**src/hw/rtl/heightmap_vertex_normals_macros.svh**
```systemverilog
// Assertion macros shared by the height-map normal block.
// No dependencies; included by files that carry concurrent checks.
`ifndef HEIGHTMAP_VERTEX_NORMALS_MACROS_SVH
`define HEIGHTMAP_VERTEX_NORMALS_MACROS_SVH

// Same-cycle implication, gated off during reset
`define HVN_ASSERT_IMPLY(label, clk, rst_n, a, c) \
    label: assert property (@(posedge clk) disable iff (!rst_n) (a) |-> (c)) \
        else $error("hvn: implication check failed");

// Next-cycle implication, gated off during reset
`define HVN_ASSERT_NEXT(label, clk, rst_n, a, c) \
    label: assert property (@(posedge clk) disable iff (!rst_n) (a) |=> (c)) \
        else $error("hvn: next-cycle check failed");

`endif

```
**src/hw/rtl/hvn_pkg.sv**
```systemverilog
// Shared types and constants of the height-map vertex normal block.
// No dependencies; used by hvn_norm and heightmap_vertex_normals.
package hvn_pkg;

    // Register indexes of the configuration port
    localparam logic [2:0] CFG_GRID_COLUMNS = 3'd0;
    localparam logic [2:0] CFG_GRID_ROWS    = 3'd1;
    localparam logic [2:0] CFG_SPACING_X    = 3'd2;
    localparam logic [2:0] CFG_SPACING_Z    = 3'd3;
    localparam logic [2:0] CFG_HEIGHT_SCALE = 3'd4;

    // Request codes
    localparam logic REQ_LOAD  = 1'b0;
    localparam logic REQ_QUERY = 1'b1;

    // Vector widths: raw normals and sums, normalized components
    localparam int VEC_W  = 51;
    localparam int UNIT_W = 32;

    localparam logic signed [15:0] ONE_Q14 = 16'sd16384;

    typedef struct packed {
        logic start;
        logic frac_short;   // 1: 14 fraction bits, 0: 30 fraction bits
    } norm_req_t;

    typedef struct packed {
        logic done;
        logic nonzero;
    } norm_rsp_t;

endpackage

```
**src/hw/rtl/hvn_norm.sv**
```systemverilog
// Iterative vector normalizer: scale search, sum of squares, square root,
// three parallel restoring dividers and rounding. Depends on hvn_pkg.
module hvn_norm (
    input  logic                              clk,
    input  logic                              rst_n,
    input  hvn_pkg::norm_req_t                req,
    input  logic signed [hvn_pkg::VEC_W-1:0]  vx,
    input  logic signed [hvn_pkg::VEC_W-1:0]  vy,
    input  logic signed [hvn_pkg::VEC_W-1:0]  vz,
    output hvn_pkg::norm_rsp_t                rsp,
    output logic signed [hvn_pkg::UNIT_W-1:0] ux,
    output logic signed [hvn_pkg::UNIT_W-1:0] uy,
    output logic signed [hvn_pkg::UNIT_W-1:0] uz
);
    import hvn_pkg::*;

    typedef enum logic [2:0] {
        N_IDLE,
        N_SHIFT,
        N_SQ,
        N_SQRT,
        N_DIV,
        N_ROUND
    } nstate_t;

    nstate_t           state_reg;
    logic [VEC_W-1:0]  mag_reg [3];
    logic [2:0]        neg_reg;
    logic              short_reg;
    logic [5:0]        cnt_reg;
    logic [61:0]       sq_reg;
    logic [62:0]       x_reg;
    logic [62:0]       res_reg;
    logic [62:0]       bit_reg;
    logic [32:0]       rem_reg [3];
    logic [31:0]       q_reg [3];
    logic              done_reg;
    logic              nonzero_reg;
    logic signed [UNIT_W-1:0] u_reg [3];

    logic [VEC_W-1:0]  mx;
    logic [59:0]       prod;
    logic [62:0]       trial;
    logic [32:0]       len;
    logic [5:0]        last_cnt;
    logic [VEC_W-1:0]  vin [3];

    // Largest magnitude and helper values
    always_comb
    begin
        mx = mag_reg[0];
        if (mag_reg[1] > mx)
        begin
            mx = mag_reg[1];
        end
        if (mag_reg[2] > mx)
        begin
            mx = mag_reg[2];
        end
        prod     = mag_reg[cnt_reg[1:0]][29:0] * mag_reg[cnt_reg[1:0]][29:0];
        trial    = res_reg + bit_reg;
        len      = {2'b00, res_reg[30:0]};
        last_cnt = short_reg ? 6'd15 : 6'd31;
        vin[0]   = vx;
        vin[1]   = vy;
        vin[2]   = vz;
    end

    // Sequencer and datapath registers
    always_ff @(posedge clk or negedge rst_n)
    begin
        if (!rst_n)
        begin
            state_reg   <= N_IDLE;
            done_reg    <= 1'b0;
            nonzero_reg <= 1'b0;
        end
        else
        begin
            done_reg <= 1'b0;
            case (state_reg)
                N_IDLE:
                begin
                    if (req.start)
                    begin
                        for (int k = 0; k < 3; k++)
                        begin
                            neg_reg[k] <= vin[k][VEC_W-1];
                            mag_reg[k] <= vin[k][VEC_W-1] ? (~vin[k] + 1'b1) : vin[k];
                        end
                        short_reg <= req.frac_short;
                        state_reg <= N_SHIFT;
                    end
                end
                N_SHIFT:
                begin
                    // Bring the largest magnitude into [2^29, 2^30)
                    if (mx == '0)
                    begin
                        done_reg    <= 1'b1;
                        nonzero_reg <= 1'b0;
                        state_reg   <= N_IDLE;
                    end
                    else if (mx >= (VEC_W'(1) << 38))
                    begin
                        for (int k = 0; k < 3; k++)
                        begin
                            mag_reg[k] <= mag_reg[k] >> 8;
                        end
                    end
                    else if (mx >= (VEC_W'(1) << 30))
                    begin
                        for (int k = 0; k < 3; k++)
                        begin
                            mag_reg[k] <= mag_reg[k] >> 1;
                        end
                    end
                    else if (mx < (VEC_W'(1) << 21))
                    begin
                        for (int k = 0; k < 3; k++)
                        begin
                            mag_reg[k] <= mag_reg[k] << 8;
                        end
                    end
                    else if (mx < (VEC_W'(1) << 29))
                    begin
                        for (int k = 0; k < 3; k++)
                        begin
                            mag_reg[k] <= mag_reg[k] << 1;
                        end
                    end
                    else
                    begin
                        sq_reg    <= '0;
                        cnt_reg   <= '0;
                        state_reg <= N_SQ;
                    end
                end
                N_SQ:
                begin
                    // Accumulate one square per cycle
                    sq_reg  <= sq_reg + 62'(prod);
                    cnt_reg <= cnt_reg + 6'd1;
                    if (cnt_reg == 6'd2)
                    begin
                        state_reg <= N_SQRT;
                    end
                end
                N_SQRT:
                begin
                    if (cnt_reg == 6'd3)
                    begin
                        x_reg   <= {1'b0, sq_reg};
                        res_reg <= '0;
                        bit_reg <= 63'(1) << 62;
                        cnt_reg <= '0;
                    end
                    else
                    begin
                        // One result bit per cycle
                        if (x_reg >= trial)
                        begin
                            x_reg   <= x_reg - trial;
                            res_reg <= (res_reg >> 1) + bit_reg;
                        end
                        else
                        begin
                            res_reg <= res_reg >> 1;
                        end
                        bit_reg <= bit_reg >> 2;
                        if (bit_reg[0])
                        begin
                            for (int k = 0; k < 3; k++)
                            begin
                                rem_reg[k] <= 33'(mag_reg[k][29:0]);
                                q_reg[k]   <= '0;
                            end
                            state_reg <= N_DIV;
                        end
                    end
                end
                N_DIV:
                begin
                    // One quotient bit per cycle on all three lanes
                    for (int k = 0; k < 3; k++)
                    begin
                        if (rem_reg[k] >= len)
                        begin
                            rem_reg[k] <= (rem_reg[k] - len) << 1;
                            q_reg[k]   <= {q_reg[k][30:0], 1'b1};
                        end
                        else
                        begin
                            rem_reg[k] <= rem_reg[k] << 1;
                            q_reg[k]   <= {q_reg[k][30:0], 1'b0};
                        end
                    end
                    cnt_reg <= cnt_reg + 6'd1;
                    if (cnt_reg == last_cnt)
                    begin
                        state_reg <= N_ROUND;
                    end
                end
                N_ROUND:
                begin
                    // Round half up and restore signs
                    for (int k = 0; k < 3; k++)
                    begin
                        if (neg_reg[k])
                        begin
                            u_reg[k] <= -$signed(32'((33'(q_reg[k]) + 33'd1) >> 1));
                        end
                        else
                        begin
                            u_reg[k] <= $signed(32'((33'(q_reg[k]) + 33'd1) >> 1));
                        end
                    end
                    done_reg    <= 1'b1;
                    nonzero_reg <= 1'b1;
                    state_reg   <= N_IDLE;
                end
                default:
                begin
                    state_reg <= N_IDLE;
                end
            endcase
        end
    end

    assign rsp.done    = done_reg;
    assign rsp.nonzero = nonzero_reg;
    assign ux = u_reg[0];
    assign uy = u_reg[1];
    assign uz = u_reg[2];

endmodule

```
**config.mk**
```make
export PLATFORM = sky130hd
export DESIGN_NAME = hvn_norm
export DESIGN_NICKNAME = d
export VERILOG_FILES = /design/src/hw/rtl/heightmap_vertex_normals_macros.svh /design/src/hw/rtl/hvn_pkg.sv /design/src/hw/rtl/hvn_norm.sv
export SDC_FILE = /design/constraint.sdc
export NUM_CORES = 2
export LEC_CHECK = 0
export BUFFER_PORTS_ARGS = -buffer_cell sky130_fd_sc_hd__buf_2
export CAP_MARGIN = 20
export CORE_ASPECT_RATIO = 0.8
export CORE_UTILIZATION = 65
export DETAILED_ROUTE_END_ITERATION = 8
export PLACE_DENSITY = 0.83
export SKIP_LAST_GASP = 1
export SYNTH_ARGS = -nofsm -noshare
export SYNTH_HDL_FRONTEND = slang
export SYNTH_SLANG_ARGS = --single-unit
```
**constraint.sdc**
```tcl
create_clock -name clk -period 14.9 [get_ports clk]
set_clock_uncertainty 0.2 [all_clocks]
set_input_delay 0.745 -clock clk [delete_from_list [all_inputs] [get_ports clk]]
set_output_delay 0.745 -clock clk [all_outputs]
set_load 0.02 [all_outputs]
```
# After elaboration in Yosys (flattened, before gate mapping)
# Memories as Yosys holds them, arrays and structs flattened. A register that Yosys moved wholly into a read port is not among the register bits.
# Cells that the tools add are included.
# totals
ramBits,444
inputBits,157
reg_bits,266
out_inout_bits,98
memories,4
word_cells,264
# memory_table
name,depth,word_bits,rd,rd_clocked_by_memory_dff,wr,line,text
mag_reg,3,51,4,1,3,hvn_norm.sv:27,logic [VEC_W-1:0] mag_reg [3];
rem_reg,3,33,3,0,3,hvn_norm.sv:35,logic [32:0] rem_reg [3];
q_reg,3,32,3,0,3,hvn_norm.sv:36,logic [31:0] q_reg [3];
u_reg,3,32,3,0,3,hvn_norm.sv:39,logic signed [UNIT_W-1:0] u_reg [3];
# classes
n_lt_le_gt_ge,10
n_mux,131
add_sub_neg,17
bitwise,31
n_mul,1
reduce_logical,33
n_eq_ne,24
# ops
op,n
$mux W51,17
$mux W62,7
$mux W32,9
$mux W33,6
$add A51 B1 Y51 const B,3
$not A51 Y51,3
$mux W63,2
$pmux W62 S2,1
$gt A51 B51 Y1,2
$add A32 B1 Y33 const B,3
$ge A33 B31 Y1,3
$neg A32 Y32,3
$sub A32 B31 Y32,3
$mux W1,67
$add A62 B63 Y63,1
$add A63 B63 Y63,1
$ge A63 B63 Y1,1
$sub A63 B63 Y63,1
$add A62 B60 Y62,1
$mul A30 B30 Y60,1
$ge A51 B31 Y1 const B,1
$ge A51 B39 Y1 const B,1
$logic_not A51 Y1,1
$lt A51 B22 Y1 const B,1
28 further kinds,108

# Depth between registers and ports, before layout
# An unclocked memory read counts as a cell.
# depth
depth_word,15
depth_mapped,35
depth_no_buf,30

# Least setup slack after synthesis
# OpenSTA, ideal clock, no wires.
# synth_timing
path_type,flip-flop to flip-flop
from,memory mag_reg[1][44]
to,memory mag_reg[0][0] (enable)
setup_slack_ps,4850
arrival_ps,9329
path_stages_with_launch,23
n_path_buf,4
setup_time_ps,521
path_cell_list,edfxtp_1 ha_1 nand3_1 or2_2 or4_1 nor3_1 a21oi_1 o21ai_1 buf_2 buf_1 mux2i_1 ha_1 a21o_1 a221o_1 a221oi_1 nor2_1 or3_1 o31ai_2 buf_4 mux2_2 a211oi_1 buf_2 or3_1
# synth_lines
element,line
"start, declared",hvn_norm.sv:27

==> results_dict.tcl <==
set metrics [dict create \
    via_per_inst 6.64 \
    postSynthAreaPerCell_sq_um 9.13 \
    rsz0062_at_grt "false" \
    cts-buffers-inserted 79 \
    crit_type "reg2reg" \
    ios 255 \
    finalHoldViolCount 0 \
    drc 0 \
    die-area_sq_mm 0.125 \
    yosys-top-cells-area "edfxtp_1 (25%), fa_1 (19%), ha_1 (9.0%)" \
    worstPathArrival_ns 11.84 \
    clock_path_buffers 3 \
    status "complete, no violations" \
    core_area_sq_mm 0.122 \
    numPortBuffers 254 \
    synth_cell_types 95 \
    gp_congestion 1.06 \
    synthCells 8784 \
    async_reset_ff_frac 0.00734 \
    grt_pass1_vias 66372 \
    grt_usage 0.417 \
    worstHoldPathType "in2reg" \
    wl_per_cell_um 25.1 \
    crit_path_max_fanout 65 \
    cts-resized-gates 0 \
    synth_edf_count 672 \
    ys.warnings.count 0 \
    cts.sinks 681 \
    initial_utilization 0.660 \
    die_w_um 395 \
    overflow 0 \
    drive_gt1_frac 0.0698 \
    period_share 0.779 \
    cts_root_buf "clkbuf_16" \
    synth_area_sq_mm 0.0802 \
    crit_required_ns 15.14 \
    drt-initial-drc-count 9996 \
    setup_viol 0 \
    critical_path.endpoint_type "flop" \
    setup_tns_ns 0 \
    tightest_slew_ns 1.16 \
    largest_reg_flops 153 \
    drt_pass1_iterations 7 \
    clk_pin_slew_worst_paths_ns 0.07 \
    die_h_um 316 \
    ant_nets 0 \
    syn_to_final_growth_pct 6.64 \
    grt_pass1_wl_mm 398 \
    drv_slew 0 \
    tritoncts "built" \
    grt_max_degree 94 \
    busiest_layer "met1" \
    wl_mm 264 \
    detailed_place_hpwl_mm 200 \
    htreeDepth 3 \
    synth_seq_area_share 0.254 \
    fin_crit_ns 11.60 \
    max_freq_mhz 86.2 \
    vias 69785 \
    nets 10290 \
    cap_viol_max_count 0 \
    fill_cells 9473 \
    syn_nets 10273 \
    rows 114 \
    ys_ff_latch 681 \
    clock_latency_ns 0.71 \
    slew_headroom 0.223 \
    cp-start-kind "flop" \
    antenna_found_initial 19 \
    met1_usage 0.598 \
    grt_use_met3 0.163 \
    synth_top_cell_by_area "edfxtp_1" \
    grt.met2_usage 0.583 \
    synth_flop_cell "edfxtp_1" \
    synth_top_area_frac 0.252 \
]
layer usage:
metal | part of all wire | up-vias
met4 | 0.033 | 10
met2 | 0.41 | 4776
met3 | 0.16 | 692
li1 | - | 30572
met1 | 0.40 | 33735
met5 | 0.00022 | -
through the flow:
step	util	setup slack, ns	cells	hold slack (ns)	area, sq um
3_3_place_gp	0.681	3.87	10337	0.257	82700
5_1_grt	0.703	3.08	10492	0.0503	85500
6_report	0.704	3.30	10503	0.0809	85500
4_1_cts	0.702	3.53	10483	0.0400	85300
2_1_floorplan	-	4.85	8784	0.244	80200
3_5_place_dp	0.681	3.55	10338	0.279	82800
kinds of logic after synthesis:
family,after synthesis,share of synthesized area
AOI/OAI and AO/OA,1984,0.161
xor gates and xnor gates,638,0.0697
buffers and inverters,1466,0.0696
muxes,154,0.0194
DFF,681,0.254
adders and majority gates,1332,0.279
and+or+nand+nor,2529,0.147
layout by cell type, fill, tap and decap left out, drive strengths merged, types with 54 or more instances in the layout:
master	synthesis	layout
a211oi	121	121
a21o	143	143
a21oi	552	552
a31oi	94	94
and2	154	154
and3	72	72
buf	86	359
clkbuf	338	90
edfxtp	672	672
fa	757	757
ha	575	575
inv	1034	1033
mux2i	146	146
nand2	765	765
nand2b	54	54
nand3	161	161
nand4	98	98
nor2	769	769
nor2b	55	55
nor3	148	148
nor4	69	69
o211ai	62	62
o21a	65	65
o21ai	404	404
o22ai	60	60
o31ai	79	79
or3	59	59
xnor2	409	409
xor2	229	229
worst paths after layout:
kind                                  to           from  cells past startpoint  slack, ns
max                           sq_reg[60]           flop                     26       3.30
min                            short_reg         req[0]                      1       0.08
max reg2reg                   sq_reg[60]           flop                     26       3.30
min reg2reg                rem_reg[2][0]  rem_reg[2][0]                      2       0.29
max in group asynchronous    nonzero_reg          rst_n                      2      13.81
min in group asynchronous   state_reg[1]          rst_n                      2       0.46
critical path, stage by stage (launching register included):
cell	delay (ns)
dfxtp_2	1.02
o21a_1	0.82
clkinv_1	1.12
nand2_1	0.45
fa_1	0.47
inv_1	0.08
fa_1	0.45
fa_1	0.50
fa_1	0.54
inv_1	0.06
fa_1	0.51
inv_1	0.05
fa_1	0.46
fa_1	0.52
fa_1	0.49
ha_1	0.40
and3_1	0.22
or3b_2	0.50
nor4_1	0.40
o311ai_0	0.44
a21oi_1	0.34
o311a_1	0.29
or2_2	0.19
a21oi_1	0.23
o31ai_1	0.33
xnor2_1	0.15
nor2_1	0.06
repair_timing:
item,in CTS,in global routing
hold buffers,1,0
endpoints found under the hold margin,5,0
buffers inserted,0,0
cells in the mapped netlist, drive strengths merged (25+ instances only):
library cell  number
or3               59
xnor2            409
or4               33
nand3            161
or2               36
a221oi            44
o21bai            47
o211ai            62
a31oi             94
o31a              25
nor2b             55
nand2b            54
o31ai             79
a21oi            552
and2             154
nor3             148
o21ai            404
inv             1034
mux2i            146
edfxtp           672
and3              72
buf               86
o22ai             60
fa               757
o41ai             29
o221a             31
clkbuf           338
a21o             143
o21a              65
nor4              69
nand2            765
a211oi           121
xor2             229
nor2             769
nand4             98
ha               575
cell type report:
class                           instances  area (sq um)  area share
Multi-Input combinational cell       6637         54400       0.636
Clock buffer                           90          2020      0.0236
Clock inverter                         54           543     0.00635
Antenna cell                           15          37.5    0.000439
Sequential cell                       681         20400       0.238
Tap cell                             1624          2030      0.0238
Timing Repair Buffer                  360          2170      0.0253
Inverter                             1042          3910      0.0458
Power is not shown: default switching activity piles up to over one toggle a cycle in this logic, so the estimate is an artifact.
